`config.mk`:
```
export PLATFORM = sky130hd
export DESIGN_NAME = ccfr_cobs_dec
export DESIGN_NICKNAME = d
export VERILOG_FILES = /design/src/design/ccfr_pkg.sv /design/src/design/ccfr_cobs_dec.sv
export SDC_FILE = /design/constraint.sdc
export NUM_CORES = 1
export LEC_CHECK = 0
export ABC_CLOCK_PERIOD_IN_PS = 3300
export BUFFER_PORTS_ARGS = -buffer_cell sky130_fd_sc_hd__buf_2
export CAP_MARGIN = 20
export CORE_UTILIZATION = 25
export CTS_BUF_LIST = sky130_fd_sc_hd__clkbuf_4 sky130_fd_sc_hd__clkbuf_8 sky130_fd_sc_hd__clkbuf_16
export DETAILED_ROUTE_END_ITERATION = 12
export SLEW_MARGIN = 25
export SYNTH_ARGS = -nofsm -noshare
export SYNTH_HDL_FRONTEND = slang
export SYNTH_SLANG_ARGS = --single-unit
```
`constraint.sdc`:
```
create_clock -name clk_i -period 3.3 [get_ports clk_i]
set_input_delay 0.66 -clock clk_i [delete_from_list [all_inputs] [get_ports clk_i]]
set_output_delay 0.66 -clock clk_i [all_outputs]
set_load 0.1 [all_outputs]
```
`src/design/ccfr_pkg.sv`:
```
// ----------------------------------------------------------------------------
// ccfr_pkg
// Shared types, sizes and the CRC-16/X-25 byte update for the COBS frame
// receiver.
// ----------------------------------------------------------------------------
`default_nettype none

package ccfr_pkg;

  // Frame store depth in bytes.
  localparam int unsigned FRAME_BYTES = 512;
  localparam int unsigned ADDR_W      = $clog2(FRAME_BYTES);
  localparam int unsigned LEN_W       = $clog2(FRAME_BYTES + 1);

  localparam int unsigned HDR_BYTES = 5;
  localparam int unsigned CRC_BYTES = 2;

  localparam int unsigned BYTE_W  = 8;
  localparam int unsigned RIDX_W  = 9;
  localparam int unsigned PLEN_W  = 9;
  localparam int unsigned HLEN_W  = 16;
  localparam int unsigned CNT_W   = 32;
  localparam int unsigned CRC_W   = 16;

  // Read position = header size + payload index.
  localparam int unsigned POS_W = ((LEN_W > RIDX_W) ? LEN_W : RIDX_W) + 1;
  // Width for comparing declared against stored frame length.
  localparam int unsigned CMP_W = (LEN_W > HLEN_W + 1) ? LEN_W : HLEN_W + 1;

  localparam logic [CRC_W-1:0] CRC_INIT = 16'hFFFF;
  localparam logic [CRC_W-1:0] CRC_POLY = 16'h8408;

  // Stream widths.
  localparam int unsigned IN_DATA_W  = 24;
  localparam int unsigned OUT_DATA_W = 136;
  localparam int unsigned EV_W       = 3;

  typedef enum logic [EV_W-1:0] {
    EV_BYTE    = 3'd0,
    EV_OK      = 3'd1,
    EV_FRAMING = 3'd2,
    EV_CRC     = 3'd3,
    EV_EMPTY   = 3'd4,
    EV_READ    = 3'd5
  } event_e;

  // Decoder to frame checker.
  typedef struct packed {
    logic              emit;      // one decoded byte to append
    logic [BYTE_W-1:0] data;
    logic              delim;     // zero byte on the wire
    logic              cobs_err;  // zero byte inside a COBS block
  } dec_t;

  function automatic logic [CRC_W-1:0] crc16_x25_byte(input logic [CRC_W-1:0] crc,
                                                      input logic [BYTE_W-1:0] b);
    logic [CRC_W-1:0] c;
    c = crc ^ {{(CRC_W-BYTE_W){1'b0}}, b};
    for (int i = 0; i < BYTE_W; i++) begin
      c = c[0] ? ((c >> 1) ^ CRC_POLY) : (c >> 1);
    end
    return c;
  endfunction

endpackage

`default_nettype wire

```
`src/design/ccfr_cobs_dec.sv`:
```
// ----------------------------------------------------------------------------
// ccfr_cobs_dec
// COBS block decoder: tracks the code byte countdown and the implied zero
// between blocks, flags delimiters and zeros that fall inside a block.
// ----------------------------------------------------------------------------
`default_nettype none

module ccfr_cobs_dec (
  input  wire logic                      clk_i,
  input  wire logic                      rst_ni,
  input  wire logic                      en_i,     // wire byte transfer
  input  wire logic [ccfr_pkg::BYTE_W-1:0] byte_i,
  output ccfr_pkg::dec_t                 dec_o
);
  import ccfr_pkg::*;

  logic [BYTE_W-1:0] remain_q, remain_d;
  logic              full_run_q, full_run_d;
  logic              zero_pend_q, zero_pend_d;

  always_comb begin
    dec_o       = '0;
    remain_d    = remain_q;
    full_run_d  = full_run_q;
    zero_pend_d = zero_pend_q;
    if (byte_i == '0) begin
      dec_o.delim    = 1'b1;
      dec_o.cobs_err = (remain_q != '0);
      remain_d       = '0;
      full_run_d     = 1'b0;
      zero_pend_d    = 1'b0;
    end else if (remain_q == '0) begin
      // code byte: flush the zero owed by the previous short block
      dec_o.emit  = zero_pend_q;
      dec_o.data  = '0;
      full_run_d  = (byte_i == '1);
      remain_d    = byte_i - BYTE_W'(1);
      zero_pend_d = (byte_i == BYTE_W'(1));
    end else begin
      dec_o.emit = 1'b1;
      dec_o.data = byte_i;
      remain_d   = remain_q - BYTE_W'(1);
      if (remain_d == '0) begin
        zero_pend_d = !full_run_q;
      end
    end
  end

  always_ff @(posedge clk_i or negedge rst_ni) begin
    if (!rst_ni) begin
      remain_q    <= '0;
      full_run_q  <= 1'b0;
      zero_pend_q <= 1'b0;
    end else if (en_i) begin
      remain_q    <= remain_d;
      full_run_q  <= full_run_d;
      zero_pend_q <= zero_pend_d;
    end
  end

  // An implied zero is only owed between blocks.
  a_pend_between_blocks: assert property (@(posedge clk_i) disable iff (!rst_ni)
    zero_pend_q |-> (remain_q == '0))
    else $error("zero pending inside a block");

endmodule

`default_nettype wire

```
==> run summary, run 1 <==
register area share after synthesis: 0.255
initial antenna violation count: 0
# nets final: 158
Layout Skew: 0.00705 ns
adder-cell area share of the yosys netlist: 0.0894
Compound-Gate Fraction of Synth Area: 0.201
reg-to-reg endpoint: zero_pend_q
GR peak layer: met1
clk slew on worst S/H paths: 0.06 ns
Ys Warns: 0
Max FO, Critical Path: 15
register area: 250 um^2
EDFF count, synth: 0
Worst EP arrival: 2.27 ns
M2 GR Usage: 0.192
synthesized cell area: 980 um^2
Main synth FF type: dfrtp_1
Multi-input gate area: 687 um^2
Pre-antenna DRT Iters: 4
Worst EP required: 2.64 ns
RSZ-0062 raised after global routing: no
multiplexer share of the synthesized area: 0.0153
IO buf count: 21
Final min period: 2.93 ns
largest cells by area after synthesis: dfrtp_1 (26%), ha_1 (8.9%), nor2_1 (5.7%), xnor2_1 (4.5%), nor4_4 (4.3%)
switching pwr: 401 uW
CTS sink count: 10
I/O Pins: 22
number of synthesized register bits: 10
Post-Synth XOR/XNOR Area: 0.0626
routability cong.: 0.832
post-DP HPWL: 1860 um
met3 Use GR: 0.0387
Setup crit start kind: register
Die W: 64.6 um
Filler cells: 413
Root Driver: clkbuf_8
largest net degree at the start of global routing: 16
Antenna diodes: 0
Avg Synthesized Cell Area: 8.37 um^2
Leakage: 0.000518 uW
routing usage on met1: 0.204
setup bufs post-CTS: 0
Critical R2R Launch: remain_q[0]
Slew Limit Fails: 0
worst r2r path cells: 7
Synthesized Nets: 135
die area: 4170 um^2
Fmax: 341 MHz
Placed Cells: 183
Max IR drop VDD: 0.201 mV
layout cell share with drive strength beyond 1: 0.259
asr flop ratio synth: 1.00
Residual DRC: 0
core box area: 3720 um^2
reg2reg setup slack: 1.27 ns
worst hold path type: in2async
final wirelength: 2520 um
wire length per cell: 13.5 um
Crit Path Class: reg2out
cells after synthesis: 117
number of global-route vias before repair: 875
CTS Buf Count: 3
switching share of power: 0.478
worst-case clock buffer depth: 2
outcome: complete, no violations
DRT iter0 DRCs: 85
final setup fails: 0
H-Tree Depth: 1
number of routed nets with antenna violations: 0
worst slew pin tran: 0.488 ns
Yosys cell types: 38
Power Dens Cells: 708 nW/um^2
fin crit share: 0.888
Pint: 438 uW
Max-Cap Viols: 0
GR Util All Layers: 0.139
vias per inst: 4.91
TritonCTS clock tree: done
post-layout util: 0.319
die span in y: 64.6 um
Starting Density: 0.264
Slew Limit Headroom: 0.677
Area Overhead vs Synth: 20.9%
Comb pwr share: 0.489
most frequent cell after synthesis: nor2_1
post-synth top area share: 0.255
Fin Setup TNS: 0 ns
top post-synthesis cells by count: nor2_1 (15), nand2_1 (11), dfrtp_1 (10), a21oi_1 (8), ha_1 (7)
total congestion overflow: 0
dominant cell type by area after synthesis: dfrtp_1
simple-gate share of the synthesized area: 0.333
via count: 919
post-CTS sizing: 0
power share of the sequential group: 0.313
Clk network pwr share: 0.198
site row count: 22
Critical Path Sink Type: output pin
final hold violations: 0
later-pin clock latency in the skew report: 0.25 ns
largest family of logic cells by synthesized area: simple AND/OR/NAND/NOR gates
global-route wire length before repair: 4410 um
worst hold slack: 0.262 ns
cts hold-fix bufs: 0
Final Non-Filler Cells: 187
[worst max-delay path, stage by stage (launching register included)]
cell and delay, ns:
dfrtp_1 0.41, inv_1 0.11, ha_1 0.22, nor3b_2 0.18
nand2_1 0.36, nand2_1 0.19, nor2_1 0.12, buf_2 0.43
[flip-flops by register name, indices dropped and copies added (netlist names)]
name and cells:
zero_pend_q 1, remain_q 8, full_run_q 1
[power groups by stage]
stage	Sequential, uW	Clock, uW	Combinational (uW)
final	262	166	411
after global routing	272	173	457
after CTS	263	167	410
after detailed placement	263	0	408
after global placement	263	0	413
after floorplan	243	0	330
[layout by cell type (no fill, tap or decap), drive strengths merged, types with 5 or more instances in the layout]
cell   netlist  final
a21oi        8      8
nor2        15     15
o21ai        8      8
xnor2        5      5
nor3         5      5
dfrtp       10     10
ha           7      7
buf          1     21
nand2       11     11
inv          5      5
[cells by family after synthesis]
kind of cell    Yosys count
buf+inv                   9
flops                    10
fa+ha+maj                 7
xor+xnor                  7
simple gates             54
compound gates           29
mux                       1
[routing by layer]
metal,routed length [um],up-vias
li1,-,462
met1,1260,412
met2,1030,41
met3,193,4
met4,29,0
met5,0,-
[metrics by stage]
step	instance area (um^2)	power, uW	setup slack (ns)
after CTS	1180	840	0.366
final	1180	839	0.370
after global routing	1180	903	0.112
after floorplan	980	573	0.0454
after global placement	1130	677	0.633
after detailed placement	1130	671	0.644
[how the worst max path moves through the flow]
stage / slack [ns] / end / from / cells after the start
finish: 0.37 / dec_o[2] / remain_q[0] / 7
global placement: 0.63 / dec_o[1] / byte_i[4] / 5
CTS: 0.37 / dec_o[2] / remain_q[0] / 7
floorplan: 0.05 / dec_o[10] / byte_i[0] / 5
detailed placement: 0.64 / dec_o[1] / byte_i[4] / 5
global route: 0.11 / dec_o[3] / remain_q[0] / 7
[layout make-up]
type                            instances  share of cell area
Inverter                                6              0.0232
Tap cell                               48              0.0507
Multi-Input combinational cell         98               0.580
Timing Repair Buffer                   21              0.0887
Sequential cell                        10               0.211
Clock buffer                            4              0.0465
Power figures use the tool's default switching activity.
==> run 2: changes to the inputs <==
--- a/constraint.sdc
+++ b/constraint.sdc
@@ -3,2 +3,2 @@
 set_output_delay 0.66 -clock clk_i [all_outputs]
-set_load 0.1 [all_outputs]
+set_load 0.01 [all_outputs]
==> run summary, run 2 (synthesis gave the netlist of run 1 again) <==
outcome: complete, no violations (unchanged)
wire length per cell: 13.0 um (was 13.5 um)
Crit Path Class: reg2out (unchanged)
Die W: 64.6 um (unchanged)
overall power: 751 uW (was 839 uW)
post-DP HPWL: 1890 um (was 1860 um)
register area: 250 um^2 (unchanged)
DRT iter0 DRCs: 93 (was 85)
Setup crit start kind: register (unchanged)
Top Registers: remain_q (8), full_run_q (1), zero_pend_q (1) (unchanged)
Antenna diodes: 0 (unchanged)
Pre-antenna DRT Iters: 4 (unchanged)
worst slew pin tran: 0.435 ns (was 0.488 ns)
TritonCTS clock tree: done (unchanged)
die span in y: 64.6 um (unchanged)
cts hold-fix bufs: 0 (unchanged)
Multi-input gate area: 687 um^2 (unchanged)
setup bufs post-CTS: 0 (unchanged)
Starting Density: 0.264 (unchanged)
Slew Limit Fails: 0 (unchanged)
most frequent cells in the layout: buf_2 (21), nor2_1 (15), nand2_1 (11) (unchanged)
CTS Buf Count: 3 (unchanged)
Slew Limit Headroom: 0.709 (was 0.677)
largest net degree at the start of global routing: 16 (unchanged)
Residual DRC: 0 (unchanged)
Max-Cap Viols: 0 (unchanged)
worst hold path type: in2async (unchanged)
initial antenna violation count: 0 (unchanged)
max reg flops: 8 (unchanged)
I/O Pins: 22 (unchanged)
Final min period: 2.73 ns (was 2.93 ns)
number of global-route vias before repair: 875 (unchanged)
worst-case clock buffer depth: 2 (unchanged)
# nets final: 158 (unchanged)
final setup fails: 0 (unchanged)
Fmax: 366 MHz (was 341 MHz)
die area: 4170 um^2 (unchanged)
total congestion overflow: 0 (unchanged)
Root Driver: clkbuf_8 (unchanged)
global-route wire length before repair: 4190 um (was 4410 um)
Max FO, Critical Path: 15 (unchanged)
IO buf count: 21 (unchanged)
Layout Skew: 0.000930 ns (was 0.00705 ns)
Area Overhead vs Synth: 20.9% (unchanged)
GR Util All Layers: 0.133 (was 0.139)
CTS sink count: 10 (unchanged)
vias per inst: 4.87 (was 4.91)
post-CTS sizing: 0 (unchanged)
final wirelength: 2430 um (was 2520 um)
Leakage: 0.000518 uW (unchanged)
number of routed nets with antenna violations: 0 (unchanged)
final hold violations: 0 (unchanged)
Filler cells: 407 (was 413)
Power Dens Cells: 633 nW/um^2 (was 708 nW/um^2)
H-Tree Depth: 1 (unchanged)
site row count: 22 (unchanged)
via count: 910 (was 919)
Fin Setup TNS: 0 ns (unchanged)
RSZ-0062 raised after global routing: no (unchanged)
Reg with most FFs: remain_q (unchanged)
clk slew on worst S/H paths: 0.05 ns (was 0.06 ns)
Worst EP arrival: 2.07 ns (was 2.27 ns)
Critical Path Sink Type: output pin (unchanged)
fin crit share: 0.828 (was 0.888)
core box area: 3720 um^2 (unchanged)
most common cell after layout, fill and taps aside: buf_2 (unchanged)
later-pin clock latency in the skew report: 0.24 ns (was 0.25 ns)
Max IR drop VDD: 0.172 mV (was 0.201 mV)
routability cong.: 0.830 (was 0.832)
Worst EP required: 2.64 ns (about the same)
layout cell share with drive strength beyond 1: 0.259 (unchanged)
run 2: cell counts in the layout (fill, tap and decap cells not counted):
No cell type changed its count.
run 2: worst paths after layout:
path                       slack, ns        start           to  cells past startpoint
max reg2reg                     1.27  remain_q[0]  remain_q[6]                      7
max in group asynchronous       2.83       rst_ni  zero_pend_q                      1
min                             0.28       rst_ni  remain_q[2]                      1
max                             0.57  remain_q[0]     dec_o[3]                      7
min reg2reg                     0.48   full_run_q   full_run_q                      2
min in group clk_i              0.48   full_run_q   full_run_q                      2
run 2: through the flow:
stage | hold slack (ns) | std cells | worst slack (ns) | instance area [um^2] | utilization
after CTS | 0.286 | 187 | 0.581 | 1180 | 0.319
after detailed placement | 0.466 | 183 | 0.843 | 1130 | 0.304
after global placement | 0.460 | 183 | 0.834 | 1130 | 0.304
after floorplan | 0.364 | 117 | 1.17 | 980 | -
after global routing | 0.292 | 187 | 0.392 | 1180 | 0.319
final | 0.276 | 187 | 0.569 | 1180 | 0.319
run 2: final cells by class:
cell class / instances / share of cell area
flip-flops and latches: 10 / 0.211
multi-input cells: 98 / 0.580
repair buffers: 21 / 0.0887
well taps: 48 / 0.0507
clock buffers: 4 / 0.0465
inverters: 6 / 0.0232
run 2: power by group:
part	leakage, uW	internal, uW	switching (uW)
clock	0.0000288	105	50.0
sequential	0.000122	178	86.0
combinational	0.000367	154	177
run 2: metal layers:
layer,global-route usage,share of wire,up-vias
met5,0,0,-
met4,0.0667,0.018,0
met3,0.0264,0.051,4
met2,0.184,0.41,25
met1,0.191,0.52,413
li1,-,-,468
run 2: critical path, cell delays in order, from the launching register on:
cell     delay [ns]
dfrtp_1        0.42
inv_1          0.13
ha_1           0.18
nor3b_2        0.29
nand2_1        0.35
nand2_1        0.27
nor2_1         0.06
buf_2          0.14
==> run 3: changes to the inputs <==
Settings changed: ABC_AREA set to 1, ABC_CLOCK_PERIOD_IN_PS 3300 to 2800.
Clock period 3.3 ns to 2.8 ns, I/O delays scaled along.
==> run summary, run 3 <==
Reg with most FFs: remain_q (unchanged)
Starting Density: 0.268 (was 0.264)
number of global-route vias before repair: 909 (was 875)
global-route wire length before repair: 4110 um (was 4190 um)
fin worst setup slack: 0.497 ns (was 0.569 ns)
die area: 4270 um^2 (was 4170 um^2)
Ys Warns: 0 (unchanged)
clk slew on worst S/H paths: 0.05 ns (about the same)
final wirelength: 2440 um (was 2430 um)
Top Registers: remain_q (8), full_run_q (1), zero_pend_q (1) (unchanged)
wire length per cell: 11.0 um (was 13.0 um)
Leakage: 0.000627 uW (was 0.000518 uW)
outcome: complete, no violations (unchanged)
Final min period: 2.30 ns
most frequent cells in the layout: nand2_1 (33), nor2_1 (24), buf_2 (21) (was buf_2 (21), nor2_1 (15), nand2_1 (11))
Crit path buffers/inverters: 3 (was 2)
CP Cell Sequence: inv_1 -> ha_1 -> nand3_2 -> nor2_8 -> inv_4 -> nand2_2 -> nor2_1 -> buf_2 (was inv_1 -> ha_1 -> nor3b_2 -> nand2_1 -> nand2_1 -> nor2_1 -> buf_2)
dominant cell type by area after synthesis: dfrtp_1 (unchanged)
later-pin clock latency in the skew report: 0.24 ns (about the same)
Max IR drop VDD: 0.312 mV (was 0.172 mV)
Max FO, Critical Path: 18 (was 15)
Yosys cell types: 27 (was 38)
core box area: 3740 um^2 (was 3720 um^2)
cells after synthesis: 151 (was 117)
Avg Synthesized Cell Area: 6.64 um^2 (was 8.37 um^2)
Crit Path Class: reg2out (unchanged)
Residual DRC: 0 (unchanged)
Pre-antenna DRT Iters: 4 (unchanged)
GR Util All Layers: 0.123 (was 0.133)
top post-synthesis cells by count: nand2_1 (33), nor2_1 (24), inv_1 (18), nand3_1 (15), dfrtp_1 (10) (was nor2_1 (15), nand2_1 (11), dfrtp_1 (10), a21oi_1 (8), ha_1 (7))
final setup fails: 0 (unchanged)
site row count: 22 (unchanged)
Area Overhead vs Synth: 19.0% (was 20.9%)
Power Dens Cells: 785 nW/um^2 (was 633 nW/um^2)
fin crit share: 0.823
Fin Setup TNS: 0 ns (unchanged)
most common cell after layout, fill and taps aside: nand2_1 (was buf_2)
CTS sink count: 10 (unchanged)
Worst EP arrival: 1.74 ns (was 2.07 ns)
post-CTS sizing: 0 (unchanged)
Main synth FF type: dfrtp_1 (unchanged)
crit path max-delay cell type: dfrtp_1 (unchanged)
largest net degree at the start of global routing: 19 (was 16)
IO buf count: 21 (unchanged)
# nets final: 193 (was 158)
layout cell share with drive strength beyond 1: 0.220 (was 0.259)
dpl ws: 0.685 ns (was 0.843 ns)
register area share after synthesis: 0.250 (was 0.255)
RSZ-0062 raised after global routing: no (unchanged)
routability cong.: 0.843 (was 0.830)
vias per inst: 4.50 (was 4.87)
CP top delay family: simple AND/OR/NAND/NOR gates (unchanged)
die span in y: 65.3 um (was 64.6 um)
I/O Pins: 22 (unchanged)
DRT iter0 DRCs: 41 (was 93)
Fmax: 434 MHz
TritonCTS clock tree: done (unchanged)
Synthesized Nets: 169 (was 135)
post-synth top area share: 0.250 (was 0.255)
H-Tree Depth: 1 (unchanged)
Slew Limit Headroom: 0.778 (was 0.709)
Antenna diodes: 0 (unchanged)
Setup crit start kind: register (unchanged)
final hold violations: 0 (unchanged)
cts hold-fix bufs: 0 (unchanged)
Root Driver: clkbuf_8 (unchanged)
worst-case clock buffer depth: 2 (unchanged)
Die W: 65.3 um (was 64.6 um)
Max-Cap Viols: 0 (unchanged)
setup bufs post-CTS: 0 (unchanged)
asr flop ratio synth: 1.00 (unchanged)
Slew Limit Fails: 0 (unchanged)
max incr delay on CP: 0.37 ns (was 0.42 ns)
max reg flops: 8 (unchanged)
reg2reg setup slack: 1.12 ns (was 1.27 ns)
number of synthesized register bits: 10 (unchanged)
worst slew pin tran: 0.331 ns (was 0.435 ns)
total congestion overflow: 0 (unchanged)
number of routed nets with antenna violations: 0 (unchanged)
largest cells by area after synthesis: dfrtp_1 (25%), nand2_1 (12%), nor2_1 (9.0%), ha_1 (8.7%), nand3_1 (7.5%) (was dfrtp_1 (26%), ha_1 (8.9%), nor2_1 (5.7%), xnor2_1 (4.5%), nor4_4 (4.3%))
EDFF count, synth: 0 (unchanged)
worst hold path type: in2async (unchanged)
Worst EP required: 2.24 ns (was 2.64 ns)
post-DP HPWL: 1960 um (was 1890 um)
most frequent cell after synthesis: nand2_1 (was nor2_1)
via count: 994 (was 910)
initial antenna violation count: 0 (unchanged)
Critical Path Sink Type: output pin (unchanged)
Layout Skew: 0.00229 ns (was 0.000930 ns)
CTS Buf Count: 3 (unchanged)
synthesized cell area: 1000 um^2 (was 980 um^2)
-- run 3: cell count changes in the layout (fill, tap and decap cells not counted), sizes merged, moves of 6 or more --
cell	before	now
nand3	2	16
nor2	15	28
inv	5	22
nand2	11	37
o21ai	8	14
-- run 3: worst reg2reg max path, stage by stage, from the launching register on --
cell and delay, ns:
dfrtp_1 0.37, inv_1 0.14, ha_1 0.19, nand3_2 0.12, nor2_8 0.28, inv_4 0.11
nor2_1 0.10, nand2_1 0.06, nand3_1 0.10, o21ai_0 0.09
-- run 3: worst paths after layout --
kind	start	to	depth (start not counted)
max in group asynchronous	rst_ni	remain_q[5]	1
min in group clk_i	full_run_q	full_run_q	2
setup reg to reg	remain_q[0]	remain_q[4]	9
setup / recovery	remain_q[0]	dec_o[2]	8
hold reg to reg	full_run_q	full_run_q	2
hold / removal	rst_ni	remain_q[2]	1
-- run 3: metal layers --
metal | routed length (um) | global-route usage | vias to the layer above
li1 | - | - | 533
met1 | 1200 | 0.173 | 443
met2 | 1130 | 0.193 | 15
met3 | 87 | 0.0313 | 3
met4 | 13 | 0.0163 | 0
met5 | 0 | 0 | -
-- run 3: power breakdown --
group	switching [uW]	internal, uW	leakage, uW	total, uW
registers	65.0	207	0.000126	271
clock network	55.7	94.1	0.0000216	150
logic	329	186	0.000479	515
total	449	487	0.000627	936
-- run 3: cell type report --
class | instances | area (um^2)
fillers | 443 | 2550
multi-input cells | 117 | 651
flip-flops and latches | 10 | 250
repair buffers | 21 | 105
inverters | 22 | 85.1
well taps | 48 | 60.1
clock buffers | 3 | 41.3
-- run 3: per-stage QoR --
stage               instances  instance area (um^2)  total power, uW  utilization  hold WS (ns)
floorplan                 151                  1000              670            -         0.264
global placement          218                  1150              790        0.307         0.442
detailed placement        218                  1150              789        0.307         0.443
CTS                       221                  1190              944        0.319         0.188
global route              221                  1190             1030        0.319         0.194
finish                    221                  1190              936        0.319         0.181
-- run 3: kinds of logic (layout without fill, tap and decap cells) --
family | Yosys count | count (layout) | synth area share
simple gates | 86 | 86 | 0.419
buf+inv | 24 | 46 | 0.101
compound gates | 22 | 22 | 0.125
flops | 10 | 10 | 0.250
fa+ha+maj | 7 | 7 | 0.0874
xor+xnor | 2 | 2 | 0.0175
